--- src/design/adbt_pkg.sv ---
// Shared types, codes and defaults for the audio DMA double-buffer timer.
package adbt_pkg;

   // Bus command codes
   localparam logic [1:0] CMD_READ  = 2'd0;
   localparam logic [1:0] CMD_WRITE = 2'd1;
   localparam logic [1:0] CMD_TICK  = 2'd2;

   // Register word offsets that have side effects or readback
   localparam logic [2:0] REG_LENGTH = 3'd1;
   localparam logic [2:0] REG_STATUS = 3'd3;

   // Classified operation kinds handed from front to back
   localparam int KIND_BITS = 3;
   localparam logic [KIND_BITS-1:0] KIND_NOP     = 3'd0;
   localparam logic [KIND_BITS-1:0] KIND_RD_LEN  = 3'd1;
   localparam logic [KIND_BITS-1:0] KIND_RD_STAT = 3'd2;
   localparam logic [KIND_BITS-1:0] KIND_WR_LEN  = 3'd3;
   localparam logic [KIND_BITS-1:0] KIND_WR_STAT = 3'd4;
   localparam logic [KIND_BITS-1:0] KIND_TICK    = 3'd5;

   // Defaults and fixed values
   localparam int          MAX_LENGTH_DEFAULT = 262144;
   localparam int          TIMER_BITS_DEFAULT = 34;
   localparam int          RATE_BITS          = 16;
   localparam logic [15:0] RATE_RESET         = 16'd500;
   localparam logic [31:0] LEN_READ_MASK      = 32'hFFFF_FFF8;
   localparam int          STATUS_FULL_POS    = 31;
   localparam int          STATUS_BUSY_POS    = 30;

   typedef struct packed {
      logic [KIND_BITS-1:0] kind;
      logic [31:0]          data;
      logic [31:0]          mask;
   } op_type;

   typedef struct packed {
      logic full;
      logic busy;
      logic queued;
      logic timer_idle;
   } sts_type;

endpackage

--- src/design/adbt_front.sv ---
// Front end: accepts bus transactions and ticks, classifies them, queues them.
module adbt_front (
   input  logic                  clock,
   input  logic                  reset,
   input  logic                  req_push,
   output logic                  req_full,
   input  logic [1:0]            req_command,
   input  logic [2:0]            req_reg_index,
   input  logic [31:0]           req_write_data,
   input  logic [31:0]           req_write_mask,
   output logic                  op_valid,
   output adbt_pkg::op_type      op,
   input  logic                  op_pop
);

   localparam int DEPTH    = 2;
   localparam int PTR_BITS = $clog2(DEPTH);
   localparam int CNT_BITS = $clog2(DEPTH + 1);

   adbt_pkg::op_type       entry_ff [DEPTH];
   logic [PTR_BITS-1:0]    wr_ptr_ff, wr_ptr_in;
   logic [PTR_BITS-1:0]    rd_ptr_ff, rd_ptr_in;
   logic [CNT_BITS-1:0]    count_ff, count_in;
   adbt_pkg::op_type       classified;
   logic                   push_ok;
   logic                   pop_ok;

   // Classify: address, control and rate registers have no readback path,
   // so their writes retire as no-ops
   always_comb begin
      classified.kind = adbt_pkg::KIND_NOP;
      classified.data = req_write_data;
      classified.mask = req_write_mask;
      unique case (req_command)
         adbt_pkg::CMD_READ: begin
            if (req_reg_index == adbt_pkg::REG_LENGTH) begin
               classified.kind = adbt_pkg::KIND_RD_LEN;
            end else if (req_reg_index == adbt_pkg::REG_STATUS) begin
               classified.kind = adbt_pkg::KIND_RD_STAT;
            end
         end
         adbt_pkg::CMD_WRITE: begin
            if (req_reg_index == adbt_pkg::REG_LENGTH) begin
               classified.kind = adbt_pkg::KIND_WR_LEN;
            end else if (req_reg_index == adbt_pkg::REG_STATUS) begin
               classified.kind = adbt_pkg::KIND_WR_STAT;
            end
         end
         adbt_pkg::CMD_TICK: classified.kind = adbt_pkg::KIND_TICK;
         default:            classified.kind = adbt_pkg::KIND_NOP;
      endcase
   end

   assign req_full = (count_ff == CNT_BITS'(DEPTH));
   assign op_valid = (count_ff != '0);
   assign op       = entry_ff[rd_ptr_ff];
   assign push_ok  = req_push && !req_full;
   assign pop_ok   = op_pop && op_valid;

   // Advance pointers and occupancy
   always_comb begin
      wr_ptr_in = push_ok ? wr_ptr_ff + 1'b1 : wr_ptr_ff;
      rd_ptr_in = pop_ok ? rd_ptr_ff + 1'b1 : rd_ptr_ff;
      count_in  = count_ff;
      if (push_ok && !pop_ok) begin
         count_in = count_ff + 1'b1;
      end else if (pop_ok && !push_ok) begin
         count_in = count_ff - 1'b1;
      end
   end

   always_ff @(posedge clock) begin
      if (reset) begin
         wr_ptr_ff <= '0;
         rd_ptr_ff <= '0;
         count_ff  <= '0;
      end else begin
         wr_ptr_ff <= wr_ptr_in;
         rd_ptr_ff <= rd_ptr_in;
         count_ff  <= count_in;
      end
   end

   // Store the classified transaction
   always_ff @(posedge clock) begin
      if (push_ok) begin
         entry_ff[wr_ptr_ff] <= classified;
      end
   end

endmodule

--- src/design/adbt_back.sv ---
// Back end: register state, DMA countdown, span multiply, serial length divide.
module adbt_back #(
   parameter int MAX_LENGTH = adbt_pkg::MAX_LENGTH_DEFAULT,
   parameter int TIMER_BITS = adbt_pkg::TIMER_BITS_DEFAULT
) (
   input  logic                  clock,
   input  logic                  reset,
   input  logic                  op_valid,
   input  adbt_pkg::op_type      op,
   output logic                  op_pop,
   input  logic                  csr_valid,
   output logic                  csr_ready,
   input  logic [15:0]           csr_counts_per_byte,
   output logic                  rsp_empty,
   input  logic                  rsp_pop,
   output logic [31:0]           rsp_read_data,
   output logic                  rsp_irq,
   output adbt_pkg::sts_type     sts
);

   localparam int LEN_BITS  = $clog2(MAX_LENGTH);
   localparam int RB        = adbt_pkg::RATE_BITS;
   localparam int PROD_BITS = LEN_BITS + RB;
   localparam int SAT_BITS  = (PROD_BITS > TIMER_BITS) ? PROD_BITS : TIMER_BITS;
   localparam int QW        = (TIMER_BITS > 32) ? TIMER_BITS : 32;
   localparam int CNT_BITS  = $clog2(TIMER_BITS + 1);

   localparam logic [1:0] S_IDLE  = 2'd0;
   localparam logic [1:0] S_DIV   = 2'd1;
   localparam logic [1:0] S_MUL   = 2'd2;
   localparam logic [1:0] S_START = 2'd3;

   logic [1:0]            state_ff, state_in;
   logic [RB-1:0]         rate_ff;
   logic [31:0]           length_ff, length_in;
   logic                  full_ff, full_in;
   logic                  busy_ff, busy_in;
   logic                  irq_ff, irq_in;
   logic [LEN_BITS-1:0]   queued_ff, queued_in;
   logic [TIMER_BITS-1:0] countdown_ff, countdown_in;
   logic                  out_valid_ff, out_valid_in;
   logic [31:0]           out_data_ff;
   logic                  out_irq_ff;
   logic [LEN_BITS-1:0]   mul_len_ff, mul_len_in;
   logic [PROD_BITS-1:0]  prod_ff;
   logic [TIMER_BITS-1:0] quo_ff, quo_in;
   logic [RB-1:0]         rem_ff, rem_in;
   logic [CNT_BITS-1:0]   cnt_ff, cnt_in;

   logic [RB-1:0]         rate_eff;
   logic                  out_free;
   logic                  load;
   logic [31:0]           load_data;
   logic [31:0]           merged;
   logic [TIMER_BITS-1:0] cd_dec;
   logic [RB:0]           rem_sh;
   logic [RB+1:0]         diff;
   logic                  take;
   logic [QW-1:0]         quo_wide;
   logic [SAT_BITS-1:0]   prod_sat;
   logic                  over;

   assign rate_eff  = (rate_ff == '0) ? RB'(1) : rate_ff;
   assign out_free  = !out_valid_ff || rsp_pop;
   assign op_pop    = (state_ff == S_IDLE) && op_valid && out_free;
   assign csr_ready = 1'b1;
   assign merged    = (length_ff & ~op.mask) | (op.data & op.mask);
   assign cd_dec    = countdown_ff - 1'b1;

   // One restoring divide step per cycle
   assign rem_sh   = {rem_ff, quo_ff[TIMER_BITS-1]};
   assign diff     = {1'b0, rem_sh} - (RB+2)'(rate_eff);
   assign take     = !diff[RB+1];
   assign quo_wide = QW'({quo_ff[TIMER_BITS-2:0], take});

   // Saturate the registered span product to the timer width
   assign prod_sat = SAT_BITS'(prod_ff);
   assign over     = |(prod_sat >> TIMER_BITS);

   always_comb begin
      state_in     = state_ff;
      length_in    = length_ff;
      full_in      = full_ff;
      busy_in      = busy_ff;
      irq_in       = irq_ff;
      queued_in    = queued_ff;
      countdown_in = countdown_ff;
      mul_len_in   = mul_len_ff;
      quo_in       = quo_ff;
      rem_in       = rem_ff;
      cnt_in       = cnt_ff;
      load         = 1'b0;
      load_data    = '0;
      unique case (state_ff)
         S_IDLE: begin
            if (op_pop) begin
               unique case (op.kind)
                  adbt_pkg::KIND_RD_LEN: begin
                     quo_in   = countdown_ff;
                     rem_in   = '0;
                     cnt_in   = CNT_BITS'(TIMER_BITS);
                     state_in = S_DIV;
                  end
                  adbt_pkg::KIND_RD_STAT: begin
                     load                               = 1'b1;
                     load_data[adbt_pkg::STATUS_FULL_POS] = full_ff;
                     load_data[adbt_pkg::STATUS_BUSY_POS] = busy_ff;
                  end
                  adbt_pkg::KIND_WR_STAT: begin
                     irq_in = 1'b0;
                     load   = 1'b1;
                  end
                  adbt_pkg::KIND_WR_LEN: begin
                     length_in = merged;
                     load      = 1'b1;
                     priority if (merged == '0) begin
                        // Zero length stops everything
                        countdown_in = '0;
                        queued_in    = '0;
                        full_in      = 1'b0;
                        busy_in      = 1'b0;
                     end else if (merged >= 32'(MAX_LENGTH)) begin
                        // Out of range: keep the merged word only
                     end else if (queued_ff != '0) begin
                        busy_in = 1'b1;
                     end else if (countdown_ff == '0) begin
                        busy_in    = 1'b1;
                        mul_len_in = merged[LEN_BITS-1:0];
                        load       = 1'b0;
                        state_in   = S_MUL;
                     end else begin
                        busy_in   = 1'b1;
                        queued_in = merged[LEN_BITS-1:0];
                        full_in   = 1'b1;
                     end
                  end
                  adbt_pkg::KIND_TICK: begin
                     load = 1'b1;
                     if (countdown_ff != '0) begin
                        countdown_in = cd_dec;
                        if (cd_dec == '0) begin
                           // Buffer expired: interrupt, start any queued buffer
                           full_in = 1'b0;
                           irq_in  = 1'b1;
                           if (queued_ff != '0) begin
                              mul_len_in = queued_ff;
                              queued_in  = '0;
                              load       = 1'b0;
                              state_in   = S_MUL;
                           end else begin
                              busy_in = 1'b0;
                           end
                        end
                     end
                  end
                  default: load = 1'b1;
               endcase
            end
         end
         S_DIV: begin
            quo_in = {quo_ff[TIMER_BITS-2:0], take};
            rem_in = take ? diff[RB-1:0] : rem_sh[RB-1:0];
            cnt_in = cnt_ff - 1'b1;
            if (cnt_ff == CNT_BITS'(1)) begin
               load      = 1'b1;
               load_data = quo_wide[31:0] & adbt_pkg::LEN_READ_MASK;
               state_in  = S_IDLE;
            end
         end
         S_MUL: state_in = S_START;
         S_START: begin
            countdown_in = over ? '1 : TIMER_BITS'(prod_sat);
            load         = 1'b1;
            state_in     = S_IDLE;
         end
         default: state_in = S_IDLE;
      endcase
   end

   assign out_valid_in = load ? 1'b1 : (rsp_pop ? 1'b0 : out_valid_ff);

   // Control and architectural state
   always_ff @(posedge clock) begin
      if (reset) begin
         state_ff     <= S_IDLE;
         rate_ff      <= adbt_pkg::RATE_RESET;
         length_ff    <= '0;
         full_ff      <= 1'b0;
         busy_ff      <= 1'b0;
         irq_ff       <= 1'b0;
         queued_ff    <= '0;
         countdown_ff <= '0;
         out_valid_ff <= 1'b0;
      end else begin
         state_ff     <= state_in;
         length_ff    <= length_in;
         full_ff      <= full_in;
         busy_ff      <= busy_in;
         irq_ff       <= irq_in;
         queued_ff    <= queued_in;
         countdown_ff <= countdown_in;
         out_valid_ff <= out_valid_in;
         if (csr_valid && csr_ready) begin
            rate_ff <= csr_counts_per_byte;
         end
      end
   end

   // Datapath registers
   always_ff @(posedge clock) begin
      mul_len_ff <= mul_len_in;
      prod_ff    <= PROD_BITS'(mul_len_ff) * PROD_BITS'(rate_eff);
      quo_ff     <= quo_in;
      rem_ff     <= rem_in;
      cnt_ff     <= cnt_in;
      if (load) begin
         out_data_ff <= load_data;
         out_irq_ff  <= irq_in;
      end
   end

   assign rsp_empty     = !out_valid_ff;
   assign rsp_read_data = out_data_ff;
   assign rsp_irq       = out_irq_ff;

   assign sts.full       = full_ff;
   assign sts.busy       = busy_ff;
   assign sts.queued     = (queued_ff != '0);
   assign sts.timer_idle = (countdown_ff == '0);

endmodule

--- src/design/audio_dma_double_buffer_timer.sv ---
// Audio interface register block with a two-deep DMA length queue: bus reads,
// masked bus writes and timer ticks enter a two-entry queue through push/full
// and one result per transaction leaves through empty/pop. The front stage
// takes a transaction each cycle while the queue has room. The back stage
// retires most transactions straight from idle; a length write that starts
// the timer and a tick that expires into a queued buffer pass through a
// registered span multiply and then a load, and a length read waits on the
// one-bit-per-cycle restoring divider that converts the remaining ticks to
// bytes. A finished result waits in an output register; the back stage
// takes the next transaction only once that register is empty or is being
// popped in the same cycle.
// counts_per_byte is written through the csr channel, which is always ready.
module audio_dma_double_buffer_timer #(
   parameter int MAX_LENGTH = adbt_pkg::MAX_LENGTH_DEFAULT,
   parameter int TIMER_BITS = adbt_pkg::TIMER_BITS_DEFAULT
) (
   input  logic        clock,
   input  logic        reset,
   input  logic        req_push,
   output logic        req_full,
   input  logic [1:0]  req_command,
   input  logic [2:0]  req_reg_index,
   input  logic [31:0] req_write_data,
   input  logic [31:0] req_write_mask,
   output logic        rsp_empty,
   input  logic        rsp_pop,
   output logic [31:0] rsp_read_data,
   output logic        rsp_irq,
   input  logic        csr_valid,
   output logic        csr_ready,
   input  logic [15:0] csr_counts_per_byte
);

   logic              op_valid;
   adbt_pkg::op_type  op;
   logic              op_pop;
   adbt_pkg::sts_type sts;

   adbt_front u_front (
      .clock          (clock),
      .reset          (reset),
      .req_push       (req_push),
      .req_full       (req_full),
      .req_command    (req_command),
      .req_reg_index  (req_reg_index),
      .req_write_data (req_write_data),
      .req_write_mask (req_write_mask),
      .op_valid       (op_valid),
      .op             (op),
      .op_pop         (op_pop)
   );

   adbt_back #(
      .MAX_LENGTH (MAX_LENGTH),
      .TIMER_BITS (TIMER_BITS)
   ) u_back (
      .clock               (clock),
      .reset               (reset),
      .op_valid            (op_valid),
      .op                  (op),
      .op_pop              (op_pop),
      .csr_valid           (csr_valid),
      .csr_ready           (csr_ready),
      .csr_counts_per_byte (csr_counts_per_byte),
      .rsp_empty           (rsp_empty),
      .rsp_pop             (rsp_pop),
      .rsp_read_data       (rsp_read_data),
      .rsp_irq             (rsp_irq),
      .sts                 (sts)
   );

`ifndef SYNTHESIS
   // A queued second buffer always means the DMA is busy
   a_full_busy: assert property (@(posedge clock) disable iff (reset)
      sts.full |-> sts.busy)
      else $error("queue full while DMA not busy");

   // Full flag tracks the queued length
   a_full_queued: assert property (@(posedge clock) disable iff (reset)
      sts.full == sts.queued)
      else $error("full flag and queued length disagree");

   // A buffer is only queued behind a running countdown
   a_queued_timer: assert property (@(posedge clock) disable iff (reset)
      sts.queued |-> !sts.timer_idle)
      else $error("buffer queued while timer idle");
`endif

endmodule

--- config.mk ---
export PLATFORM = sky130hd
export DESIGN_NAME = audio_dma_double_buffer_timer
export DESIGN_NICKNAME = d
export VERILOG_FILES = /design/src/design/adbt_pkg.sv /design/src/design/adbt_front.sv /design/src/design/adbt_back.sv /design/src/design/audio_dma_double_buffer_timer.sv
export SDC_FILE = /design/constraint.sdc
export NUM_CORES = 1
export LEC_CHECK = 0
export BUFFER_PORTS_ARGS = -buffer_cell sky130_fd_sc_hd__buf_4
export CORE_MARGIN = 4
export CORE_UTILIZATION = 57
export CTS_CLUSTER_DIAMETER = 100
export CTS_CLUSTER_SIZE = 28
export DETAILED_ROUTE_END_ITERATION = 10
export PLACE_DENSITY_LB_ADDON = 0.25
export SETUP_SLACK_MARGIN = 0.2
export SYNTH_ARGS = -nofsm -noshare
export SYNTH_HDL_FRONTEND = slang
export SYNTH_SLANG_ARGS = --single-unit
--- constraint.sdc ---
create_clock -name clock -period 5.7 [get_ports clock]
set_input_delay 1.14 -clock clock [delete_from_list [all_inputs] [get_ports clock]]
set_output_delay 1.14 -clock clock [all_outputs]
set_load 0.03 [all_outputs]
Yosys cells after proc, flatten, opt, wreduce, memory -nomap -nowiden --
Memory sizes are Yosys's and may differ from the RTL's. A register that Yosys moved wholly into a read port is not among the register bits. Cells that the tools add are included.
Word-level totals: output and inout port bits 36, bits of input ports 90, RAM bits 134, register bits after elaboration 251, memories 1, word-level logic and storage cells 197
Memories:
- u_front.entry_ff | depth 2, width 67, rd ports 1, clocked after memory_dff 1, wr ports 1, line adbt_front.sv:20 | adbt_pkg::op_type entry_ff [DEPTH];
Operators by class: multipliers 1, bitwise gates (word level) 4, add/sub/neg operators 7, order comparisons 1, muxes and demuxes 89, reductions and logical operators 35, equality and inequality tests 38
Operators by type and width (count):
- $mux W18 | 14
- $pmux W34 S2 | 3
- $mux W34 | 5
- $pmux W18 S2 | 2
- $logic_not A34 Y1 | 2
- $and A32 B32 Y32 | 2
- $mux W16 | 4
- $mul A18 B16 Y34 | 1
- $reduce_bool A34 Y1 | 1
- $sub A34 B1 Y34 const B | 1
- $ge A32 B19 Y1 const B | 1
- $logic_not A32 Y1 | 1
- $mux W32 | 1
- $not A32 Y32 | 1
- $or A32 B32 Y32 | 1
- $pmux W16 S2 | 1
- $mux W1 | 30
- $mux W2 | 14
- $ne A3 B3 Y1 const B | 9
- $reduce_and A10 Y1 | 2
- $reduce_bool A18 Y1 | 1
- $sub A17 B16 Y18 | 1
- $logic_not A16 Y1 | 1
- $ne A2 B2 Y1 const B | 8
- 33 further kinds | 68

Logic depth before layout (Yosys ltp) --
Gate-level depths: netlist of run 1.
depth in word-level cells 10, mapped depth 24

Modules after synthesis --
Synthesis of run 1 repeated with hierarchy kept, for this count alone.
Unflattened totals: cells, all modules 2490, area, all modules 25896.1 sq um
Modules (own cells, without submodules):
- adbt_back | cells each 2250, sequential area each 5925.7 sq um, area each 20799.9 sq um, instances 1
- adbt_front | cells each 240, sequential area each 4124.0 sq um, area each 5096.1 sq um, instances 1

Least setup slack after synthesis of run 1 --
No wires, ideal clock.
kind register to register, from reg u_back.rate_ff[2], to reg u_back.prod_ff[32], library setup time 0.106 ns, arrival 6.043 ns, slack -0.449 ns, data required time 5.594 ns, path buffers 2, period minus slack after synthesis 6.149 ns, stages on the path, launching flop included 23, cells stage by stage dfxtp_1 -> clkbuf_1 -> clkbuf_1 -> nand2_1 -> fa_1 -> fa_1 -> fa_1 -> inv_1 -> fa_1 -> fa_1 -> inv_1 -> fa_1 -> inv_1 -> ha_1 -> a21o_1 -> a21oi_1 -> o211a_1 -> o221ai_1 -> o21ai_1 -> a21oi_1 -> o41ai_1 -> or4b_1 -> o311ai_0
Between the ends: word-level cells in the longest chain between the ends 3
RTL lines:
- start, declared | line adbt_back.sv:34 | logic [RB-1:0] rate_ff;
- start signal, assigned | line adbt_back.sv:186 | rate_ff <= adbt_pkg::RATE_RESET;
- start signal, assigned | line adbt_back.sv:204 | rate_ff <= csr_counts_per_byte;
- $logic_not A16 Y1 | line adbt_back.sv:63 | assign rate_eff = (rate_ff == '0) ? RB'(1) : rate_ff;
- $mux W16 * | line adbt_back.sv:63
- $mul A18 B16 Y34 * | line adbt_back.sv:212 | prod_ff <= PROD_BITS'(mul_len_ff) * PROD_BITS'(rate_eff);
- end signal, assigned | line adbt_back.sv:212
- end, declared | line adbt_back.sv:45 | logic [PROD_BITS-1:0] prod_ff;
Every way passes the cells marked *; elsewhere a longest branch is shown, timed or not. A chain may end at the register's enable or synchronous reset.

Worst setup path in the final report of run 1 --
from reg u_back.mul_len_ff[8], to reg u_back.prod_ff[33]
Between the ends: word-level cells in the longest chain between the ends 1
RTL lines:
- start, declared | line adbt_back.sv:44 | logic [LEN_BITS-1:0] mul_len_ff, mul_len_in;
- start signal, assigned | line adbt_back.sv:211 | mul_len_ff <= mul_len_in;
- $mul A18 B16 Y34 | line adbt_back.sv:212
No other way between the ends.

==> key figures, run 1 <==
Detailed routing
  – Post-route ant nets: 0
  – Detailed-route vias per instance: 5.65
  – Vias: 18598
  – Final WL: 60.6 mm
  – Drt first-iter violations: 1279
  – Mean routed wirelength per cell: 18.4 um
  – Pre-antenna DRT Iters: 8
  – Drt drc: 0

Global routing
  – Largest net degree at the start of global routing: 103
  – Total grt overflow: 0
  – GRT Resource Usage Total: 0.252
  – Initial antenna violation count: 1
  – First-pass GRT wire length: 97.5 mm
  – Vias in the first global route: 19198

Placement
  – DP HPWL: 46.2 mm
  – GP Congestion: 0.945
  – PortBufs: 121
  – Pre-CTS WS: -0.406 ns

Clock network
  – CTS tree: yes
  – Clock sinks: 383
  – CTS Buffer Depth: 3
  – Clock slew at reported path FFs: 0.11 ns
  – Num CTS Buffers: 19
  – Clk Latency, worst-skew pair: 0.56 ns
  – Htree depth: 1
  – Root buffer cell: clkbuf_16
  – Post-cts hold buffer count: 0

Worst setup path
  – Critical path type: reg2reg
  – Crit-path max cell delay: 0.56 ns
  – Req. time, crit path: 6.18 ns
  – Crit path DAT: 6.50 ns
  – Critical path's slowest cell: edfxtp_1
  – CP endpoint kind: flop
  – Critical Path Most Common Cell: fa_1
  – Worst path cell trace: buf_6 > buf_6 > nand2_1 > fa_1 > fa_2 > fa_2 > fa_1 > inv_1 > fa_1 > fa_1 > ha_4 > a211oi_2 > a21oi_1 > a221o_1 > nand4_1 > a31oi_2 > a211o_1 > a31o_2 > a21oi_2 > xnor2_1
  – Startpoint class of the critical path: flop
  – R2R Setup Slk: -0.32 ns
  – Crit path max fanout: 5

STA
  – Slew margin rel.: 0.205
  – Final setup margin: -0.317 ns
  – Min Tclk post-route: 6.02 ns
  – Final hold violation count: 0
  – Setup tns final: -1.53 ns
  – Period utilisation layout: 1.06
  – Clk_skew: 0.0307 ns
  – Max Fclk: 166 MHz
  – Tightest Pin Transition: 1.19 ns
  – RSZ-0062 raised after global routing: true
  – Slew Viols, Final: 0
  – Final setup fails: 8

Synthesis
  – Synth top area cells: edfxtp_1 28%, fa_1 17%, dfxtp_1 11%, ha_1 6.2%, nand2_1 4.9%
  – Top cells by count, synth: 334 x nand2_1, 280 x inv_1, 238 x edfxtp_1, 223 x fa_1, 172 x nor2_1
  – Distinct cells, synth: 85
  – Sequential fraction of the synthesis area: 0.394
  – EDFF count, synth: 238
  – Share of the synthesized area in the top cell type: 0.280
  – Primary FF master, synth: edfxtp_1
  – Mapped Area: 25500 um^2
  – Count leader, synth: nand2_1
  – Post-Synthesis Cells: 2493
  – Yosys warns: 0
  – Largest area contributor in the netlist: edfxtp_1
  – Register bit count reported by yosys: 383
  – Async set or reset register ratio after synthesis: 0
  – Mapped Avg Cell Area: 10.2 um^2

Layout
  – Sequential standard cell area: 10100 um^2
  – Fraction of layout cells with a size suffix above 1: 0.168
  – Final net count: 3128
  – Area delta synth->final: 14.6%
  – Multi-input logic area: 14400 um^2
  – Fill count: 3443
  – Antenna fix cells: 0

Power and ir drop
  – Switching pwr: 8.84 mW
  – Switching share of power: 0.445
  – Clk network pwr share: 0.080
  – Total power: 19.9 mW
  – Worst vdd ir: 1.02 mV
  – Comb pwr share: 0.710
  – Pint: 11.0 mW
  – Reg power frac: 0.210
  – Power per Cell Area: 679 nW/um^2
  – Leak Pwr: 12.9 nW

Floorplan
  – Rows: 77
  – Die Height: 220 um
  – Chip width: 220 um
  – Core ar.: 44200 um^2
  – # IOs: 126
  – Initial Utilization: 0.577
  – Die area: 48200 um^2

Status
  – Violated checks: setup timing
  – Status: complete, but fails checks

Worst hold path
  – Hold crit path type: reg2reg

Run
  – Count of maximum capacitance violations: 0
-- state kept, by name, indices dropped and copies added, names as in the netlist, 6 cells and up, named ones only --
| signal | count |
|---|---|
| u_back.rate_ff | 16 |
| u_back.mul_len_ff | 18 |
| u_back.rsp_read_data | 29 |
| u_back.cnt_ff | 6 |
| u_back.queued_ff | 18 |
| u_back.length_ff | 32 |
| u_back.rem_ff | 16 |
| u_back.prod_ff | 34 |
| u_back.quo_ff | 34 |
| u_front.entry_ff | 134 |
| u_back.countdown_ff | 34 |
-- logic make-up after synthesis --
logic type | count (synthesis) | synth area share
AOI/OAI and AO/OA | 349 | 0.0899
xor gates and xnor gates | 58 | 0.0199
adders and majority gates | 350 | 0.237
buffers and inverters | 406 | 0.0628
DFF | 383 | 0.394
muxes | 58 | 0.0228
other | 2 | 0.000294
and+or+nand+nor | 887 | 0.174
-- critical path, delay by kind of cell (launching register included) --
| kind | cells | cell delay (ns) |
|---|---|---|
| buf+inv | 3 | 0.36 |
| flops | 1 | 0.56 |
| xor+xnor | 1 | 0.13 |
| simple gates | 2 | 0.24 |
| fa+ha+maj | 7 | 3.21 |
| compound gates | 7 | 1.43 |
-- area by class of cell --
cell class              count  area share
multi-input cells        1706       0.492
flip-flops and latches    383       0.344
repair buffers            297      0.0822
inverters                 281      0.0361
well taps                 592      0.0253
clock buffers              27      0.0173
clock inverters             7     0.00325
-- power by group through the flow --
stage	clock network, mW	registers (mW)	logic [mW]
3_3_place_gp	0	4.21	11.8
3_5_place_dp	0	4.24	12.0
2_1_floorplan	0	4.18	8.39
4_1_cts	1.63	4.17	13.1
6_report	1.59	4.17	14.1
5_1_grt	1.72	4.24	15.6
-- path summary, 6_finish.rpt --
kind,from,to,cells past startpoint
worst max-delay path,u_back.mul_len_ff[8],u_back.prod_ff[33],20
worst min-delay path,u_back.prod_ff[14],u_back.countdown_ff[14],2
worst max register to register,u_back.mul_len_ff[8],u_back.prod_ff[33],20
worst min register to register,u_back.prod_ff[14],u_back.countdown_ff[14],2
-- cells in the final DEF (no fill, tap or decap), types with 19 or more instances in the layout --
master and count:
a21oi_1 92, fa_1 208, edfxtp_1 238, dfxtp_1 137, nor2_1 168, clkbuf_16 19, o21ai_0 47, xor2_1 19
nand2_1 328, mux2i_1 56, buf_4 267, and3b_1 32, nor4_1 19, nor3_1 19, xnor2_1 35, a211oi_1 32
and2_1 151, and3_1 38, ha_1 114, buf_6 21, o211ai_1 20, inv_1 272
-- routing by layer --
metal  track usage  share of wire  up-vias
li1              -              -     8715
met1         0.316           0.40     9182
met2         0.450           0.51      564
met3        0.0327          0.056      135
met4        0.0915          0.040        2
met5             0        0.00021        -
-- timing repair --
action	4_1_cts	5_1_grt
cloned	0	1
gates resized for setup	62	44
pin swaps	59	65
endpoints found under the setup margin	18	19
setup buffers	15	15
-- per-stage QoR --
step	utilization	cell area (um^2)	std cells	hold slack, ns
2_1_floorplan	-	25800	2495	0.404
3_3_place_gp	0.632	28000	3228	0.431
3_5_place_dp	0.632	28000	3228	0.434
4_1_cts	0.654	28900	3277	0.460
5_1_grt	0.662	29300	3293	0.480
6_report	0.662	29300	3293	0.459
No activity file was read; power rests on OpenSTA's default activity.
==> inputs of run 2 (changes only) <==
Settings changed: ABC_AREA from default to 1, ABC_CLOCK_PERIOD_IN_PS from default to 5700.
==> run 2 against run 1 <==
Net effect: the run now ends clean; setup slack improved by 0.51 ns; wire length increased by 5.0%; worst hold slack improved by 0.0018 ns; sequential share of layout area fell by 0.60 points; sequential cell count unchanged; core utilization shrank 0.80 points; area after synthesis grew 3.6%; cell count up 19%; critical endpoint is now u_back.prod_ff[31]; largest cell class unchanged; highest routed layer is now met4.
==> key figures, run 2 <==
STA
  – Period utilisation layout: 0.966
  – Clk_skew: 0.0457 ns
  – Max Fclk: 182 MHz
  – Final setup fails: 0
  – Min Tclk post-route: 5.51 ns
  – Final setup margin: 0.193 ns
  – Tightest Pin Transition: 1.10 ns
  – Setup tns final: 0 ns
  – Final hold violation count: 0
  – Slew margin rel.: 0.263
  – RSZ-0062 raised after global routing: true
  – Slew Viols, Final: 0

Worst setup path
  – Family with the most delay on the worst path: adder cells
  – Buf+Inv Stages, Crit Path: 6
  – Req. time, crit path: 6.16 ns
  – Startpoint class of the critical path: flop
  – Crit-path max cell delay: 0.56 ns
  – Crit path depth: 23
  – Crit path DAT: 5.96 ns
  – Worst path cell trace: buf_12 > buf_4 > nand2_1 > inv_1 > fa_1 > inv_1 > fa_2 > fa_1 > fa_1 > inv_1 > fa_1 > fa_1 > ha_4 > nand2_2 > inv_2 > nand3_1 > nor2_2 > nand3_2 > nand3_2 > nand2_1 > o211ai_1 > a31oi_1 > xor2_1
  – FF-to-FF path depth: 23
  – Crit path max fanout: 9
  – Critical path type: reg2reg
  – Critical Path Most Common Cell: fa_1
  – CP endpoint kind: flop
  – Critical path's slowest cell: fa_1

Placement
  – Pre-CTS WS: -0.0930 ns
  – DP HPWL: 48.6 mm
  – GP Congestion: 0.919
  – PortBufs: 121

Clock network
  – Clock slew at reported path FFs: 0.11 ns
  – Root buffer cell: clkbuf_16
  – Clk Latency, worst-skew pair: 0.56 ns
  – Num CTS Buffers: 18
  – Clock sinks: 383
  – Post-cts hold buffer count: 0
  – Htree depth: 1
  – CTS tree: yes
  – CTS Buffer Depth: 3

Detailed routing
  – Drt drc: 0
  – Final WL: 63.6 mm
  – Pre-antenna DRT Iters: 6
  – Vias: 20809
  – Drt first-iter violations: 1442
  – Post-route ant nets: 0
  – Mean routed wirelength per cell: 16.3 um
  – Detailed-route vias per instance: 5.33

Floorplan
  – Initial Utilization: 0.580
  – Die Height: 223 um
  – Core ar.: 45600 um^2
  – Chip width: 223 um
  – Rows: 78
  – # IOs: 126
  – Die area: 49900 um^2

Layout
  – Antenna fix cells: 0
  – Fin util: 0.654
  – Multi-input logic area: 14000 um^2
  – Most frequent cells in the layout: 850 x nand2_1, 571 x inv_1, 245 x buf_4
  – Fill count: 3774
  – Sequential standard cell area: 10100 um^2
  – Area delta synth->final: 12.6%
  – Most common cell after layout, fill and taps aside: nand2_1
  – Largest register FFs: 134
  – Final net count: 3733
  – Biggest register: u_front.entry_ff
  – Fraction of layout cells with a size suffix above 1: 0.121

Global routing
  – Initial antenna violation count: 0
  – Total grt overflow: 0
  – Largest net degree at the start of global routing: 68
  – First-pass GRT wire length: 104 mm
  – Vias in the first global route: 21040
  – Met2 Use GR: 0.453
  – Busiest layer in global routing: met2
  – M1 GR Usage: 0.325
  – Met3 track demand over resource: 0.0249
  – GRT Resource Usage Total: 0.251

Synthesis
  – Register bit count reported by yosys: 383
  – Primary FF master, synth: edfxtp_1
  – Share of the synthesized area in the top cell type: 0.270
  – Sequential fraction of the synthesis area: 0.380
  – Yosys warns: 0
  – Mapped Avg Cell Area: 8.40 um^2
  – Mapped Area: 26400 um^2
  – Synth top area cells: edfxtp_1 27%, fa_1 17%, nand2_1 12%, dfxtp_1 11%, inv_1 8.2%
  – Post-Synthesis Cells: 3147
  – Distinct cells, synth: 47
  – Largest area contributor in the netlist: edfxtp_1
  – Async set or reset register ratio after synthesis: 0
  – Count leader, synth: nand2_1
  – EDFF count, synth: 238
  – Top cells by count, synth: 864 x nand2_1, 580 x inv_1, 238 x edfxtp_1, 223 x fa_1, 209 x nor2_1

Run
  – Count of maximum capacitance violations: 0

Worst hold path
  – Hold crit path type: reg2reg
  – WHS Path Cells: 1

Status
  – Status: finished, final reports clean
run 2: cell types whose count changed after synthesis, sizes merged, moves of 32 or more:
cell / previous run / this run
and2: 166 / 0
and3: 40 / 1
mux2i: 56 / 0
nand2: 334 / 866
nor2: 174 / 215
o21ai: 69 / 169
and3b: 32 / 0
a211oi: 34 / 1
nand3: 19 / 128
inv: 281 / 585
run 2: cell families (layout without fill, tap and decap cells):
logic type,count (synthesis),in the layout,synth area share
simple gates,1277,1277,0.196
buf+inv,726,882,0.106
flops,383,383,0.380
compound gates,359,359,0.0722
fa+ha+maj,350,350,0.229
xor+xnor,50,50,0.0166
other cells,2,4,0.000284
run 2: final timing paths:
check,from,endpoint,slack (ns)
min reg2reg,u_front.rd_ptr_ff,flop,0.46
max reg2reg,u_back.mul_len_ff[5],u_back.prod_ff[31],0.19
max,u_back.mul_len_ff[5],u_back.prod_ff[31],0.19
min,u_front.rd_ptr_ff,flop,0.46
run 2: layout make-up:
class	instances	area share
clock inverters	5	0.00269
flip-flops and latches	383	0.338
clock buffers	27	0.0163
inverters	586	0.0738
multi-input cells	2040	0.471
well taps	600	0.0252
repair buffers	264	0.0732
run 2: per-layer routing:
| layer | up-vias | share of wire |
|---|---|---|
| met5 | - | 0 |
| met4 | 0 | 0.024 |
| met1 | 10102 | 0.41 |
| li1 | 10045 | - |
| met3 | 105 | 0.047 |
| met2 | 557 | 0.51 |
run 2: repair_timing:
item                       in CTS  in global routing
setup buffers                   8                 18
resized for setup              22                 87
pin swaps                       2                 28
cloned                          0                  1
setup endpoints to repair      13                 17
run 2: stage by stage:
stage                     hold WS, ns  cells  instance area [um^2]
after global placement          0.430   3846                 28600
after detailed placement        0.443   3846                 28600
after CTS                       0.460   3886                 29300
after global routing            0.489   3905                 29800
after floorplan                 0.426   3149                 26500
final                           0.461   3905                 29800
run 2: worst register-to-register path: cells and delay by family (launching register included):
kind,cells,cell delay (ns)
XOR/XNOR,1,0.18
AO/OA/AOI/OAI,2,0.31
adder cells (fa/ha/maj),7,3.27
flip-flops,1,0.42
buffers and inverters,6,0.57
AND/OR/NAND/NOR,7,0.68
Power of run 2 is not shown: default switching activity piles up to over one toggle a cycle in this logic, so the estimate is an artifact.
==> inputs of run 3 (changes only) <==
Settings changed: RECOVER_POWER from default to 100.
==> run 3 against run 2 <==
Net effect: the flow now finishes with violations (capacitance limit, slew limit); core utilization shrank 0.70 points; critical path depth stayed put; wire length hardly changed; cell count is the same; non-clock buffer count unchanged; register-to-register slack barely moved; via count is 0.11% higher; largest cell class unchanged.
==> key figures, run 3 (synthesis gave the netlist of run 2 again) <==
Status
  – Status: complete, but fails checks
  – Violated checks: capacitance limit, slew limit

Run
  – Count of maximum capacitance violations: 5

Layout
  – Fill count: 3844
  – Most common cell after layout, fill and taps aside: nand2_1
  – Biggest register: u_front.entry_ff
  – Fraction of layout cells with a size suffix above 1: 0.0965
  – Multi-input logic area: 14000 um^2
  – Largest register FFs: 134
  – Antenna fix cells: 0
  – Most frequent cells in the layout: 853 x nand2_1, 575 x inv_1, 238 x edfxtp_1
  – Sequential standard cell area: 10100 um^2
  – Area delta synth->final: 11.4%
  – Final net count: 3733

Detailed routing
  – Drt drc: 0
  – Detailed-route vias per instance: 5.33
  – Pre-antenna DRT Iters: 6
  – Vias: 20831
  – Post-route ant nets: 0
  – Mean routed wirelength per cell: 16.3 um
  – Final WL: 63.6 mm
  – Drt first-iter violations: 1408

Worst setup path
  – Crit path depth: 23
  – FF-to-FF path depth: 23
  – Req. time, crit path: 6.16 ns
  – Critical path type: reg2reg
  – Critical path's slowest cell: fa_1
  – Buf+Inv Stages, Crit Path: 6
  – CP endpoint kind: flop
  – Worst path cell trace: buf_12 > buf_4 > nand2_1 > inv_1 > fa_1 > inv_1 > fa_2 > fa_1 > fa_1 > inv_1 > fa_1 > fa_1 > ha_4 > nand2_2 > inv_2 > nand3_1 > nor2_2 > nand3_2 > nand3_2 > nand2_1 > o211ai_1 > a31oi_1 > xor2_1
  – Crit-path max cell delay: 0.55 ns
  – Startpoint class of the critical path: flop
  – Family with the most delay on the worst path: adder cells
  – Crit path max fanout: 9
  – Crit path DAT: 5.95 ns
  – Critical Path Most Common Cell: fa_1

STA
  – Final setup fails: 0
  – Slew Viols, Final: 225
  – Min Tclk post-route: 5.49 ns
  – RSZ-0062 raised after global routing: true
  – Slew margin rel.: -1.07
  – Tightest Pin Transition: 3.10 ns
  – Final hold violation count: 0
  – Period utilisation layout: 0.964
  – WHS: 0.461 ns
  – Clk_skew: 0.0449 ns
  – Setup tns final: 0 ns
  – Max Fclk: 182 MHz

Global routing
  – Initial antenna violation count: 0
  – Vias in the first global route: 21040
  – GRT Resource Usage Total: 0.251
  – Total grt overflow: 0
  – First-pass GRT wire length: 104 mm
  – Largest net degree at the start of global routing: 68

Clock network
  – Htree depth: 1
  – Clock sinks: 383
  – CTS Buffer Depth: 3
  – CTS tree: yes
  – Root buffer cell: clkbuf_16
  – Num CTS Buffers: 18
  – Clk Latency, worst-skew pair: 0.56 ns
  – Clock slew at reported path FFs: 0.11 ns

Floorplan
  – Core ar.: 45600 um^2
  – Die area: 49900 um^2
  – Die Height: 223 um
  – Rows: 78
  – # IOs: 126
  – Initial Utilization: 0.580
  – Chip width: 223 um

Placement
  – DP HPWL: 48.6 mm
  – GP Congestion: 0.919
  – PortBufs: 121

Worst hold path
  – WHS Path Cells: 1
  – Hold crit path type: reg2reg
run 3: cell types whose count changed in the layout (fill, tap and decap cells not counted), moves of 3 or more:
cell	delta
clkbuf_4	+41
buf_4	-110
clkbuf_1	+64
nor2_1	+3
nand2_1	+3
nand2_2	-3
clkbuf_2	+5
inv_2	-5
nor2_4	-3
inv_1	+4
run 3: timing repair:
| item | 4_1_cts | 5_1_grt |
|---|---|---|
| setup endpoints to repair | 13 | 17 |
| pin swaps | 2 | 28 |
| cloned | 0 | 1 |
| buffers inserted | 8 | 18 |
| hold buffers | 0 | 0 |
| gates resized for setup | 22 | 87 |
run 3: through the flow:
| stage | instance area [um^2] | cells | util | setup slack [ns] |
|---|---|---|---|---|
| after floorplan | 26500 | 3149 | - | 0.221 |
| after global placement | 28600 | 3846 | 0.627 | 0.0476 |
| after detailed placement | 28600 | 3846 | 0.627 | -0.0930 |
| after CTS | 29300 | 3886 | 0.642 | 0.131 |
| after global routing | 29500 | 3905 | 0.647 | -0.0418 |
| final | 29500 | 3905 | 0.647 | 0.207 |
run 3: worst reg2reg max path, stage by stage (launching register included):
cell and delay, ns:
edfxtp_1 0.42, buf_12 0.17, buf_4 0.17, nand2_1 0.08
inv_1 0.05, fa_1 0.47, inv_1 0.05, fa_2 0.53
fa_1 0.44, fa_1 0.55, inv_1 0.05, fa_1 0.50
fa_1 0.46, ha_4 0.31, nand2_2 0.07, inv_2 0.07
nand3_1 0.11, nor2_2 0.17, nand3_2 0.09, nand3_2 0.10
nand2_1 0.06, o211ai_1 0.15, a31oi_1 0.16, xor2_1 0.18
run 3: final timing paths:
check / from / to / slack [ns]
max: u_back.mul_len_ff[5] / u_back.prod_ff[31] / 0.21
min: u_front.rd_ptr_ff / u_front.rd_ptr_ff / 0.46
max reg2reg: u_back.mul_len_ff[5] / u_back.prod_ff[31] / 0.21
min reg2reg: u_front.rd_ptr_ff / u_front.rd_ptr_ff / 0.46
run 3: routing by layer:
metal  GRT usage  up-vias  wire [um]
li1            -    10055          -
met5           0        -          0
met2       0.453      547      32700
met1       0.325    10116      26600
met4      0.0630        0       1530
met3      0.0249      113       2830
run 3: cell type report:
| type | instances | share of cell area |
|---|---|---|
| clock buffers | 27 | 0.0164 |
| inverters | 586 | 0.0746 |
| repair buffers | 264 | 0.0654 |
| clock inverters | 5 | 0.00272 |
| well taps | 600 | 0.0255 |
| multi-input cells | 2040 | 0.474 |
| flip-flops and latches | 383 | 0.342 |
Power of run 3 is left out for the same reason.
